`config.mk`:
```
export PLATFORM = sky130hd
export DESIGN_NAME = md5_message_digest_core_flat
export DESIGN_NICKNAME = d
export VERILOG_FILES = /design/src/md5_pkg.sv /design/src/md5_stream_if.sv /design/src/md5_front.sv /design/src/md5_back.sv /design/src/md5_message_digest_core.sv /design/src/flat_wrapper.sv
export SDC_FILE = /design/constraint.sdc
export NUM_CORES = 2
export LEC_CHECK = 0
export BUFFER_PORTS_ARGS = -buffer_cell sky130_fd_sc_hd__clkbuf_2
export CORE_MARGIN = 2
export CORE_UTILIZATION = 30
export CTS_BUF_LIST = sky130_fd_sc_hd__clkbuf_8 sky130_fd_sc_hd__clkbuf_16
export DETAILED_ROUTE_END_ITERATION = 10
export PLACE_DENSITY_LB_ADDON = 0.08
export REMOVE_ABC_BUFFERS = 1
export SLEW_MARGIN = 5
export SYNTH_ARGS = -nofsm -noshare
export SYNTH_HDL_FRONTEND = slang
export SYNTH_SLANG_ARGS = --single-unit
```
`constraint.sdc`:
```
create_clock -name clk -period 21.2 [get_ports clk]
set_clock_uncertainty 0.05 [all_clocks]
set_input_delay 4.24 -clock clk [delete_from_list [all_inputs] [get_ports clk]]
set_output_delay 4.24 -clock clk [all_outputs]
set_load 0.02 [all_outputs]
```
`src/md5_pkg.sv`:
```
// Package for the MD5 digest core: constants, beat structs, round helpers.
// No dependencies.
package md5_pkg;

  localparam int WORD_W   = 32;
  localparam int PREFIX_W = 40;
  localparam int COUNT_W  = 61;
  localparam int CFG_IDX_W = 3;
  localparam int QUEUE_DEPTH = 4;

  localparam logic [WORD_W-1:0] IV_A_RST = 32'h67452301;
  localparam logic [WORD_W-1:0] IV_B_RST = 32'hefcdab89;
  localparam logic [WORD_W-1:0] IV_C_RST = 32'h98badcfe;
  localparam logic [WORD_W-1:0] IV_D_RST = 32'h10325476;

  localparam logic [CFG_IDX_W-1:0] REG_IV_A   = 3'd0;
  localparam logic [CFG_IDX_W-1:0] REG_IV_B   = 3'd1;
  localparam logic [CFG_IDX_W-1:0] REG_IV_C   = 3'd2;
  localparam logic [CFG_IDX_W-1:0] REG_IV_D   = 3'd3;
  localparam logic [CFG_IDX_W-1:0] REG_PREFIX = 3'd4;

  localparam logic [7:0] PAD_BYTE = 8'h80;

  typedef struct packed {
    logic [7:0] data_byte;
    logic       has_byte;
    logic       last;
  } in_beat_t;

  typedef struct packed {
    logic [WORD_W-1:0] digest_a;
    logic [WORD_W-1:0] digest_b;
    logic [WORD_W-1:0] digest_c;
    logic [WORD_W-1:0] digest_d;
  } out_beat_t;

  // Front-to-back command: one byte, or an end of message.
  typedef struct packed {
    logic       has_byte;
    logic       last;
    logic       fresh;
    logic [7:0] data_byte;
  } cmd_t;

  function automatic logic [WORD_W-1:0] add_const(input logic [5:0] i);
    logic [WORD_W-1:0] k;
    case (i)
      6'd0: k = 32'hd76aa478;  6'd1: k = 32'he8c7b756;  6'd2: k = 32'h242070db;
      6'd3: k = 32'hc1bdceee;  6'd4: k = 32'hf57c0faf;  6'd5: k = 32'h4787c62a;
      6'd6: k = 32'ha8304613;  6'd7: k = 32'hfd469501;  6'd8: k = 32'h698098d8;
      6'd9: k = 32'h8b44f7af;  6'd10: k = 32'hffff5bb1; 6'd11: k = 32'h895cd7be;
      6'd12: k = 32'h6b901122; 6'd13: k = 32'hfd987193; 6'd14: k = 32'ha679438e;
      6'd15: k = 32'h49b40821; 6'd16: k = 32'hf61e2562; 6'd17: k = 32'hc040b340;
      6'd18: k = 32'h265e5a51; 6'd19: k = 32'he9b6c7aa; 6'd20: k = 32'hd62f105d;
      6'd21: k = 32'h02441453; 6'd22: k = 32'hd8a1e681; 6'd23: k = 32'he7d3fbc8;
      6'd24: k = 32'h21e1cde6; 6'd25: k = 32'hc33707d6; 6'd26: k = 32'hf4d50d87;
      6'd27: k = 32'h455a14ed; 6'd28: k = 32'ha9e3e905; 6'd29: k = 32'hfcefa3f8;
      6'd30: k = 32'h676f02d9; 6'd31: k = 32'h8d2a4c8a; 6'd32: k = 32'hfffa3942;
      6'd33: k = 32'h8771f681; 6'd34: k = 32'h6d9d6122; 6'd35: k = 32'hfde5380c;
      6'd36: k = 32'ha4beea44; 6'd37: k = 32'h4bdecfa9; 6'd38: k = 32'hf6bb4b60;
      6'd39: k = 32'hbebfbc70; 6'd40: k = 32'h289b7ec6; 6'd41: k = 32'heaa127fa;
      6'd42: k = 32'hd4ef3085; 6'd43: k = 32'h04881d05; 6'd44: k = 32'hd9d4d039;
      6'd45: k = 32'he6db99e5; 6'd46: k = 32'h1fa27cf8; 6'd47: k = 32'hc4ac5665;
      6'd48: k = 32'hf4292244; 6'd49: k = 32'h432aff97; 6'd50: k = 32'hab9423a7;
      6'd51: k = 32'hfc93a039; 6'd52: k = 32'h655b59c3; 6'd53: k = 32'h8f0ccc92;
      6'd54: k = 32'hffeff47d; 6'd55: k = 32'h85845dd1; 6'd56: k = 32'h6fa87e4f;
      6'd57: k = 32'hfe2ce6e0; 6'd58: k = 32'ha3014314; 6'd59: k = 32'h4e0811a1;
      6'd60: k = 32'hf7537e82; 6'd61: k = 32'hbd3af235; 6'd62: k = 32'h2ad7d2bb;
      6'd63: k = 32'heb86d391;
      default: k = '0;
    endcase
    return k;
  endfunction

  function automatic logic [4:0] rot_amount(input logic [3:0] sel);
    logic [4:0] s;
    case (sel)
      4'd0: s = 5'd7;   4'd1: s = 5'd12;  4'd2: s = 5'd17;  4'd3: s = 5'd22;
      4'd4: s = 5'd5;   4'd5: s = 5'd9;   4'd6: s = 5'd14;  4'd7: s = 5'd20;
      4'd8: s = 5'd4;   4'd9: s = 5'd11;  4'd10: s = 5'd16; 4'd11: s = 5'd23;
      4'd12: s = 5'd6;  4'd13: s = 5'd10; 4'd14: s = 5'd15; 4'd15: s = 5'd21;
      default: s = 5'd0;
    endcase
    return s;
  endfunction

endpackage

```
`src/md5_stream_if.sv`:
```
// Valid/ready channel interface carrying one payload type.
// No package dependency; the payload type is a parameter.
interface md5_stream_if #(parameter type payload_t = logic) ();
  logic     valid;
  logic     ready;
  payload_t data;
  modport source (output valid, output data, input ready);
  modport sink   (input valid, input data, output ready);
endinterface

```
`src/md5_front.sv`:
```
// Front end: drops empty beats, tags the first beat of each message,
// and queues commands for the compression engine. Depends on md5_pkg.
module md5_front #(
  parameter int QueueDepth = md5_pkg::QUEUE_DEPTH
) (
  input  logic           clk,
  input  logic           rst_n,
  input  logic           in_valid,
  output logic           in_ready,
  input  md5_pkg::in_beat_t in_data,
  output logic           cmd_valid,
  input  logic           cmd_ready,
  output md5_pkg::cmd_t  cmd_data
);
  localparam int PtrW = (QueueDepth > 1) ? $clog2(QueueDepth) : 1;
  localparam logic [PtrW:0] QFull = QueueDepth[PtrW:0];

  md5_pkg::cmd_t     queue_r [QueueDepth];
  logic [PtrW-1:0]   wr_ptr_r, rd_ptr_r;
  logic [PtrW:0]     fill_r;
  logic              fresh_r;
  logic              push, pop, useful;

  assign useful    = in_data.has_byte | in_data.last;
  assign in_ready  = (fill_r != QFull);
  assign push      = in_valid & in_ready & useful;
  assign cmd_valid = (fill_r != '0);
  assign pop       = cmd_valid & cmd_ready;
  assign cmd_data  = queue_r[rd_ptr_r];

  always_ff @(posedge clk) begin
    if (push) begin
      queue_r[wr_ptr_r] <= '{has_byte: in_data.has_byte, last: in_data.last,
                             fresh: fresh_r, data_byte: in_data.data_byte};
    end
  end

  always_ff @(posedge clk) begin
    if (!rst_n) begin
      wr_ptr_r <= '0;
      rd_ptr_r <= '0;
      fill_r   <= '0;
      fresh_r  <= 1'b1;
    end else begin
      if (push) begin
        wr_ptr_r <= (wr_ptr_r == PtrW'(QueueDepth - 1)) ? '0 : wr_ptr_r + 1'b1;
        fresh_r  <= in_data.last;
      end
      if (pop) begin
        rd_ptr_r <= (rd_ptr_r == PtrW'(QueueDepth - 1)) ? '0 : rd_ptr_r + 1'b1;
      end
      fill_r <= fill_r + {{PtrW{1'b0}}, push} - {{PtrW{1'b0}}, pop};
    end
  end
endmodule

```
`src/md5_back.sv`:
```
// Back end: packs bytes into the block, pads, runs 64 MD5 rounds one per
// cycle and holds the digest in an output register. Depends on md5_pkg.
module md5_back (
  input  logic                         clk,
  input  logic                         rst_n,
  input  logic                         cmd_valid,
  output logic                         cmd_ready,
  input  md5_pkg::cmd_t                cmd_data,
  input  logic [md5_pkg::WORD_W-1:0]   iv_a,
  input  logic [md5_pkg::WORD_W-1:0]   iv_b,
  input  logic [md5_pkg::WORD_W-1:0]   iv_c,
  input  logic [md5_pkg::WORD_W-1:0]   iv_d,
  input  logic [md5_pkg::PREFIX_W-1:0] prefix_bytes,
  output logic                         out_valid,
  input  logic                         out_ready,
  output md5_pkg::out_beat_t           out_data
);
  localparam logic [2:0] ST_IDLE = 3'd0;  // take a command
  localparam logic [2:0] ST_PAD  = 3'd1;  // zero-fill words after the 0x80
  localparam logic [2:0] ST_LEN  = 3'd2;  // write length words
  localparam logic [2:0] ST_RND  = 3'd3;  // compression rounds
  localparam logic [2:0] ST_ADD  = 3'd4;  // fold into chain
  localparam logic [2:0] ST_OUT  = 3'd5;  // wait for output register

  logic [2:0]  state_r;
  logic [31:0] blk_r [16];
  logic [31:0] ch_r [4];
  logic [31:0] a_r, b_r, c_r, d_r;
  logic [5:0]  rnd_r;
  logic [60:0] cnt_r;
  logic [3:0]  pad_w_r;     // next word to zero
  logic        final_r;     // compression belongs to the closing block
  logic        extra_r;     // another padding block follows this compression
  logic        obuf_v_r;
  md5_pkg::out_beat_t obuf_r;

  logic [5:0]  pos;
  logic [3:0]  wsel;
  logic [1:0]  bsel;
  logic [31:0] fval, sum, rot, blkw;
  logic [3:0]  g;
  logic [1:0]  rgrp;
  logic [4:0]  sh;
  logic [63:0] bits;
  logic [60:0] pad_add;
  logic [60:0] total;

  assign pos  = cnt_r[5:0];
  assign wsel = pos[5:2];
  assign bsel = pos[1:0];
  assign rgrp = rnd_r[5:4];

  always_comb begin
    case (rgrp)
      2'd0: begin fval = (b_r & c_r) | (~b_r & d_r); g = rnd_r[3:0]; end
      2'd1: begin
        fval = (b_r & d_r) | (c_r & ~d_r);
        g = 4'(({2'b0, rnd_r[3:0]} * 6'd5) + 6'd1);
      end
      2'd2: begin fval = b_r ^ c_r ^ d_r; g = 4'(({2'b0, rnd_r[3:0]} * 6'd3) + 6'd5); end
      default: begin fval = c_r ^ (b_r | ~d_r); g = 4'({2'b0, rnd_r[3:0]} * 6'd7); end
    endcase
  end

  assign blkw = blk_r[g];
  assign sum  = a_r + fval + md5_pkg::add_const(rnd_r) + blkw;
  assign sh   = md5_pkg::rot_amount({rgrp, rnd_r[1:0]});
  assign rot  = (sum << sh) | (sum >> (6'd32 - {1'b0, sh}));

  // padded size of the prefix: p + ((55 - p) mod 64) + 9, or 0 when p is 0
  assign pad_add = (prefix_bytes == '0) ? '0 :
                   61'(prefix_bytes) + 61'(6'(6'd55 - prefix_bytes[5:0])) + 61'd9;
  assign total = cnt_r + pad_add;
  assign bits  = {total, 3'b000};

  assign cmd_ready = (state_r == ST_IDLE);
  assign out_valid = obuf_v_r;
  assign out_data  = obuf_r;

  always_ff @(posedge clk) begin
    if (!rst_n) begin
      state_r  <= ST_IDLE;
      cnt_r    <= '0;
      obuf_v_r <= 1'b0;
      rnd_r    <= '0;
      final_r  <= 1'b0;
      extra_r  <= 1'b0;
      pad_w_r  <= '0;
      ch_r[0]  <= md5_pkg::IV_A_RST;
      ch_r[1]  <= md5_pkg::IV_B_RST;
      ch_r[2]  <= md5_pkg::IV_C_RST;
      ch_r[3]  <= md5_pkg::IV_D_RST;
    end else begin
      if (obuf_v_r && out_ready) obuf_v_r <= 1'b0;
      case (state_r)
        ST_IDLE: begin
          if (cmd_valid) begin
            logic [60:0] c;
            logic [5:0]  p;
            c = cmd_data.fresh ? '0 : cnt_r;
            if (cmd_data.fresh) begin
              ch_r[0] <= iv_a; ch_r[1] <= iv_b; ch_r[2] <= iv_c; ch_r[3] <= iv_d;
            end
            p = c[5:0];
            if (cmd_data.has_byte) begin
              if (p[1:0] == 2'd0) blk_r[p[5:2]] <= {24'd0, cmd_data.data_byte};
              else blk_r[p[5:2]][8*p[1:0] +: 8] <= cmd_data.data_byte;
              c = c + 61'd1;
            end
            cnt_r <= c;
            final_r <= 1'b0;
            if (cmd_data.has_byte && p == 6'd63) begin
              extra_r <= cmd_data.last;
              rnd_r <= '0;
              a_r <= cmd_data.fresh ? iv_a : ch_r[0];
              b_r <= cmd_data.fresh ? iv_b : ch_r[1];
              c_r <= cmd_data.fresh ? iv_c : ch_r[2];
              d_r <= cmd_data.fresh ? iv_d : ch_r[3];
              state_r <= ST_RND;
            end else if (cmd_data.last) begin
              state_r <= ST_PAD;
              pad_w_r <= '0;
              extra_r <= 1'b1;
            end else begin
              extra_r <= 1'b0;
            end
          end
        end
        ST_PAD: begin
          // place 0x80 at pos, clear words after it
          if (pad_w_r == '0) begin
            if (bsel == 2'd0) blk_r[wsel] <= {24'd0, md5_pkg::PAD_BYTE};
            else blk_r[wsel][8*bsel +: 8] <= md5_pkg::PAD_BYTE;
            pad_w_r <= wsel + 4'd1;
            if (wsel == 4'd15) begin
              extra_r <= pos >= 6'd56;
              state_r <= (pos >= 6'd56) ? ST_RND : ST_LEN;
              rnd_r <= '0;
              a_r <= ch_r[0]; b_r <= ch_r[1]; c_r <= ch_r[2]; d_r <= ch_r[3];
            end
          end else begin
            blk_r[pad_w_r] <= '0;
            pad_w_r <= pad_w_r + 4'd1;
            if (pad_w_r == 4'd15) begin
              extra_r <= pos >= 6'd56;
              state_r <= (pos >= 6'd56) ? ST_RND : ST_LEN;
              rnd_r <= '0;
              a_r <= ch_r[0]; b_r <= ch_r[1]; c_r <= ch_r[2]; d_r <= ch_r[3];
            end
          end
        end
        ST_LEN: begin
          blk_r[14] <= bits[31:0];
          blk_r[15] <= bits[63:32];
          final_r <= 1'b1;
          extra_r <= 1'b0;
          rnd_r <= '0;
          a_r <= ch_r[0]; b_r <= ch_r[1]; c_r <= ch_r[2]; d_r <= ch_r[3];
          state_r <= ST_RND;
        end
        ST_RND: begin
          a_r <= d_r; d_r <= c_r; c_r <= b_r; b_r <= b_r + rot;
          rnd_r <= rnd_r + 6'd1;
          if (rnd_r == 6'd63) state_r <= ST_ADD;
        end
        ST_ADD: begin
          ch_r[0] <= ch_r[0] + a_r; ch_r[1] <= ch_r[1] + b_r;
          ch_r[2] <= ch_r[2] + c_r; ch_r[3] <= ch_r[3] + d_r;
          if (final_r) state_r <= ST_OUT;
          else if (extra_r && pos == 6'd0) begin
            // full block ended on a last byte: pad a fresh block
            state_r <= ST_PAD;
          end else if (extra_r) begin
            for (int w = 0; w < 14; w++) blk_r[w] <= '0;
            state_r <= ST_LEN;
          end else state_r <= ST_IDLE;
        end
        ST_OUT: begin
          if (!obuf_v_r) begin
            obuf_v_r <= 1'b1;
            obuf_r <= '{digest_a: ch_r[0], digest_b: ch_r[1],
                        digest_c: ch_r[2], digest_d: ch_r[3]};
            cnt_r <= '0;
            state_r <= ST_IDLE;
          end
        end
        default: state_r <= ST_IDLE;
      endcase
    end
  end
endmodule

```
`src/md5_message_digest_core.sv`:
```
// Top level of the MD5 digest core: config registers, front queue, back engine.
// Depends on md5_pkg, md5_stream_if, md5_front, md5_back.
//
//  channel | dir | payload                          | beat accepted when
//  in_     | in  | data_byte, has_byte, last        | in.valid & in.ready
//  out_    | out | digest_a..digest_d               | out.valid & out.ready
//  cfg_    | in  | index (3b), data (40b)           | cfg_valid & cfg_ready
//
// A byte beat is packed into the block; a full block also runs 64 rounds and the fold.
// Closing a message pads, writes the length and compresses.
// Rate is set by the single shared round unit, one round per cycle.
// Reset is synchronous; the chain reloads from the IV registers per message.
// The front queue keeps accepting while the engine or the output stalls, until full.
module md5_message_digest_core #(
  parameter int QueueDepth = md5_pkg::QUEUE_DEPTH
) (
  input  logic                          clk,
  input  logic                          rst_n,
  md5_stream_if.sink                    in_ch,
  md5_stream_if.source                  out_ch,
  input  logic                          cfg_valid,
  output logic                          cfg_ready,
  input  logic [md5_pkg::CFG_IDX_W-1:0] cfg_index,
  input  logic [md5_pkg::PREFIX_W-1:0]  cfg_data
);
  logic [31:0] iv_a_r, iv_b_r, iv_c_r, iv_d_r;
  logic [39:0] prefix_r;
  logic        cmd_valid, cmd_ready;
  md5_pkg::cmd_t cmd_data;

  assign cfg_ready = 1'b1;

  always_ff @(posedge clk) begin
    if (!rst_n) begin
      iv_a_r <= md5_pkg::IV_A_RST;
      iv_b_r <= md5_pkg::IV_B_RST;
      iv_c_r <= md5_pkg::IV_C_RST;
      iv_d_r <= md5_pkg::IV_D_RST;
      prefix_r <= '0;
    end else if (cfg_valid) begin
      case (cfg_index)
        md5_pkg::REG_IV_A:   iv_a_r <= cfg_data[31:0];
        md5_pkg::REG_IV_B:   iv_b_r <= cfg_data[31:0];
        md5_pkg::REG_IV_C:   iv_c_r <= cfg_data[31:0];
        md5_pkg::REG_IV_D:   iv_d_r <= cfg_data[31:0];
        md5_pkg::REG_PREFIX: prefix_r <= cfg_data;
        default: ;
      endcase
    end
  end

  md5_front #(.QueueDepth(QueueDepth)) u_front (
    .clk, .rst_n,
    .in_valid(in_ch.valid), .in_ready(in_ch.ready), .in_data(in_ch.data),
    .cmd_valid, .cmd_ready, .cmd_data
  );

  md5_back u_back (
    .clk, .rst_n, .cmd_valid, .cmd_ready, .cmd_data,
    .iv_a(iv_a_r), .iv_b(iv_b_r), .iv_c(iv_c_r), .iv_d(iv_d_r),
    .prefix_bytes(prefix_r),
    .out_valid(out_ch.valid), .out_ready(out_ch.ready), .out_data(out_ch.data)
  );

`ifndef SYNTHESIS
  a_cmd_hold: assert property (@(posedge clk) disable iff (!rst_n)
    cmd_valid && !cmd_ready |=> cmd_valid) else $error("queue dropped a command");
  a_out_hold: assert property (@(posedge clk) disable iff (!rst_n)
    out_ch.valid && !out_ch.ready |=> $stable(out_ch.data))
    else $error("digest changed while stalled");
`endif
endmodule
```
`src/flat_wrapper.sv`:
```
// flat-port wrapper written by rule: the top's interface ports become plain ports
module md5_message_digest_core_flat 
#(
  parameter int QueueDepth = md5_pkg::QUEUE_DEPTH
)
  (clk, rst_n, cfg_valid, cfg_ready, cfg_index, cfg_data, in_ch_valid, in_ch_data, in_ch_ready, out_ch_valid, out_ch_data, out_ch_ready);
  md5_stream_if in_ch_i ();
  md5_stream_if out_ch_i ();
  input  logic clk;
  input  logic rst_n;
  input  logic cfg_valid;
  output logic cfg_ready;
  input  logic [md5_pkg::CFG_IDX_W-1:0] cfg_index;
  input  logic [md5_pkg::PREFIX_W-1:0] cfg_data;
  input wire logic [$bits(in_ch_i.valid)-1:0] in_ch_valid;
  input wire logic [$bits(in_ch_i.data)-1:0] in_ch_data;
  output wire logic [$bits(in_ch_i.ready)-1:0] in_ch_ready;
  output wire logic [$bits(out_ch_i.valid)-1:0] out_ch_valid;
  output wire logic [$bits(out_ch_i.data)-1:0] out_ch_data;
  input wire logic [$bits(out_ch_i.ready)-1:0] out_ch_ready;
  assign in_ch_i.valid = in_ch_valid;
  assign in_ch_i.data = in_ch_data;
  assign in_ch_ready = in_ch_i.ready;
  assign out_ch_valid = out_ch_i.valid;
  assign out_ch_data = out_ch_i.data;
  assign out_ch_i.ready = out_ch_ready;
  md5_message_digest_core #(.QueueDepth(QueueDepth)) u_core (.clk(clk), .rst_n(rst_n), .in_ch(in_ch_i), .out_ch(out_ch_i), .cfg_valid(cfg_valid), .cfg_ready(cfg_ready), .cfg_index(cfg_index), .cfg_data(cfg_data));
endmodule
```
==> key figures <==
Status
  – Status: complete, no violations

Setup path
  – Worst Path Required: 21.66 ns
  – Worst reg2reg path depth: 42
  – Crit Path Class: flop to flop
  – Critical path origin: u_core.u_back.rnd_r[0]$_SDFFE_PN0P_
  – Worst path max stage delay: 0.64 ns
  – WP data arrival: 12.20 ns
  – Critical Path Start Type: flop
  – CP max FO: 28
  – FF-to-FF Start: u_core.u_back.rnd_r[0]$_SDFFE_PN0P_
  – Critical path endpoint category: flop
  – Bufs and invs on worst path: 4
  – Crit path max-delay cell type: dfxtp_1
  – Delay-heaviest family, CP: compound AO/OA/AOI/OAI gates
  – WP depth: 42

Floorplan
  – Core outline area: 147000 sq um
  – Die ar.: 151000 sq um
  – Initial Util: 0.302
  – Ports: 53
  – Die extent in y: 389 um
  – Die Span X: 389 um
  – Std cell rows: 141

Clock tree
  – # resized after CTS: 0
  – Max Buffers Root-to-Sink: 3
  – Post-CTS Setup Bufs: 0
  – # clock sinks: 588
  – H-tree Lvls: 3
  – Worst skew pair latency: 0.68 ns
  – Clock slew at reported path FFs: 0.06 ns
  – Cts hold-fix bufs: 0
  – CTS tree: done
  – Num CTS Buffers: 75
  – Clock root buffer: clkbuf_16

Logic synthesis
  – Synth area leaders: edfxtp_1, dfxtp_1, nand2_1, ha_1, a21oi_1
  – Avg Synthesized Cell Area: 8.22 sq um
  – Commonest cells in the netlist: nand2_1, a21oi_1, nor2_1, edfxtp_1, o21ai_0
  – Post-Syn Area: 44500 sq um
  – Count leader, synth: nand2_1
  – Async SR Flop Fraction: 0
  – Leading area contributor after synthesis: edfxtp_1
  – Yosys warnings: 0
  – Cell count after synthesis: 5411
  – Synth unique cells: 125
  – Ys flop type: edfxtp_1
  – Number of flops mapped to enable cells by yosys: 325
  – Synth Register Bits: 588
  – Part of the Yosys area used for sequential elements: 0.338
  – Share of the synthesized area in the top cell type: 0.219

Global route
  – First-pass GRT wire length: 277000 um
  – GRT Util Overall: 0.246
  – Vias in the first global route: 38.9k
  – Grt ovf: 0
  – Antenna violations before repair: 3
  – Largest net degree at the start of global routing: 75

Place
  – IO buf count: 51
  – Final GP Congestion: 0.911
  – DP HPWL: 136000 um
  – Placed cells: 7173

Power
  – Clock power frac: 0.357
  – Flop pwr share: 0.365
  – Tot Pwr: 3790 uW
  – Maximum VDD drop: 0.0819 mV
  – Pleak: 0.0193 uW
  – Pwr Density: 76.9 nW/um^2
  – Combinational power share: 0.278
  – Sw Share: 0.352
  – P_sw: 1330 uW
  – P_int: 2460 uW

Cells and area
  – Fin util: 0.334
  – Layout cells sized above 1: 0.0784
  – FILL cells: 15.7k
  – Most flops, register: u_core.u_back.ch_r
  – Non-filler cells, final: 7312
  – Largest registers: u_core.u_back.ch_r x128, u_core.u_back.blk_r x88, u_core.prefix_r x40
  – Largest register FFs: 128
  – Synth-to-layout area growth: 10.7%
  – Fin nets: 5674

Detailed routing
  – ANT nets after route: 0
  – TritonRoute pass-1 iters: 6
  – DRC: 0
  – Vias/cell: 5.59
  – Vias: 40.9k
  – Avg WL per Cell: 26.1 um
  – Initial detailed-routing violation count: 3730
  – WL final: 191000 um

Timing
  – Slew Viols, Final: 0
  – Setup TNS: 0 ns
  – Max Clock Freq: 85.2 MHz
  – RSZ-0062 raised after global routing: no
  – Fin. Hold Viols: 0
  – # setup viols final: 0
  – Fin crit share: 0.554
  – Rel. slew slack: 0.0957
  – Crit path time final: 11.74 ns
  – Measured slew at the worst slew-check pin: 1.35 ns

Hold path
  – HP Class: flop to flop
  – Hold Path Cell Cnt: 2
  – Launch point of the worst hold path: u_core.u_back.blk_r[8][31]$_SDFFE_PP0P_

Job
  – MaxCap Viol Count: 0
==> power by group through the flow <==
stage,logic [uW],registers (uW),clock network [uW]
finish,1050,1390,1350
global route,1160,1390,1420
CTS,1050,1380,1380
detailed placement,1050,1410,0
global placement,1050,1410,0
floorplan,685,1400,0
==> worst paths after layout <==
check / to / slack [ns]
max reg2reg: u_core.u_back.b_r[31]$_DFFE_PP_ / 9.46
max: u_core.u_back.b_r[31]$_DFFE_PP_ / 9.46
min: u_core.u_back.blk_r[8][31]$_SDFFE_PP0P_ / 0.38
min reg2reg: u_core.u_back.blk_r[8][31]$_SDFFE_PP0P_ / 0.38
==> final cells by class <==
type | instances | area (sq um) | area share
diodes | 1 | 2.50 | 0.0000508
clock inverters | 45 | 384 | 0.00780
well taps | 1930 | 2410 | 0.0490
multi-input cells | 4244 | 27300 | 0.554
clock buffers | 93 | 2170 | 0.0440
flip-flops and latches | 588 | 15000 | 0.305
repair buffers | 144 | 956 | 0.0194
inverters | 267 | 1010 | 0.0205
==> kinds of logic after synthesis <==
| family | count (synthesis) | synth area share |
|---|---|---|
| flip-flops | 588 | 0.338 |
| XOR/XNOR | 275 | 0.0559 |
| buffers and inverters | 599 | 0.0532 |
| multiplexers | 115 | 0.0319 |
| AND/OR/NAND/NOR | 1894 | 0.187 |
| adder cells (fa/ha/maj) | 329 | 0.103 |
| other | 2 | 0.000169 |
| AO/OA/AOI/OAI | 1609 | 0.231 |
==> metrics by stage <==
step	setup WS [ns]	instance area, sq um	hold slack [ns]
after CTS	9.49	49300	0.380
after global placement	9.60	46700	0.368
after floorplan	8.75	43200	0.359
after detailed placement	9.52	46700	0.370
final	9.46	49300	0.379
after global routing	8.41	49300	0.387
==> metal layers <==
| metal | routed length (um) | GRT usage | vias up | part of all wire |
|---|---|---|---|---|
| li1 | - | - | 19300 | - |
| met1 | 91900 | 0.361 | 20100 | 0.48 |
| met2 | 83000 | 0.378 | 1302 | 0.44 |
| met3 | 11000 | 0.0301 | 217 | 0.058 |
| met4 | 4670 | 0.0664 | 2 | 0.024 |
| met5 | 13 | 0 | - | 0.000068 |
==> cells in the final DEF (no fill, tap or decap), drive strengths merged, types with 131 or more instances in the layout <==
cell,netlist,routed
o21ai,342,342
nand3,176,176
xnor2,146,146
a21oi,519,519
clkbuf,280,143
edfxtp,325,325
nand2,979,979
a22oi,131,131
nor2,387,387
dfxtp,263,263
inv,265,284
ha,234,234
==> worst reg2reg max path, delay by kind of cell (launching register included) <==
kind	cells	cell delay, ns
AO/OA/AOI/OAI	22	5.79
XOR/XNOR	2	0.72
adder cells (fa/ha/maj)	7	2.44
buffers and inverters	4	0.54
flip-flops	1	0.64
multiplexers	1	0.35
AND/OR/NAND/NOR	6	1.09
Note: power is estimated with default switching activity, not from simulation.
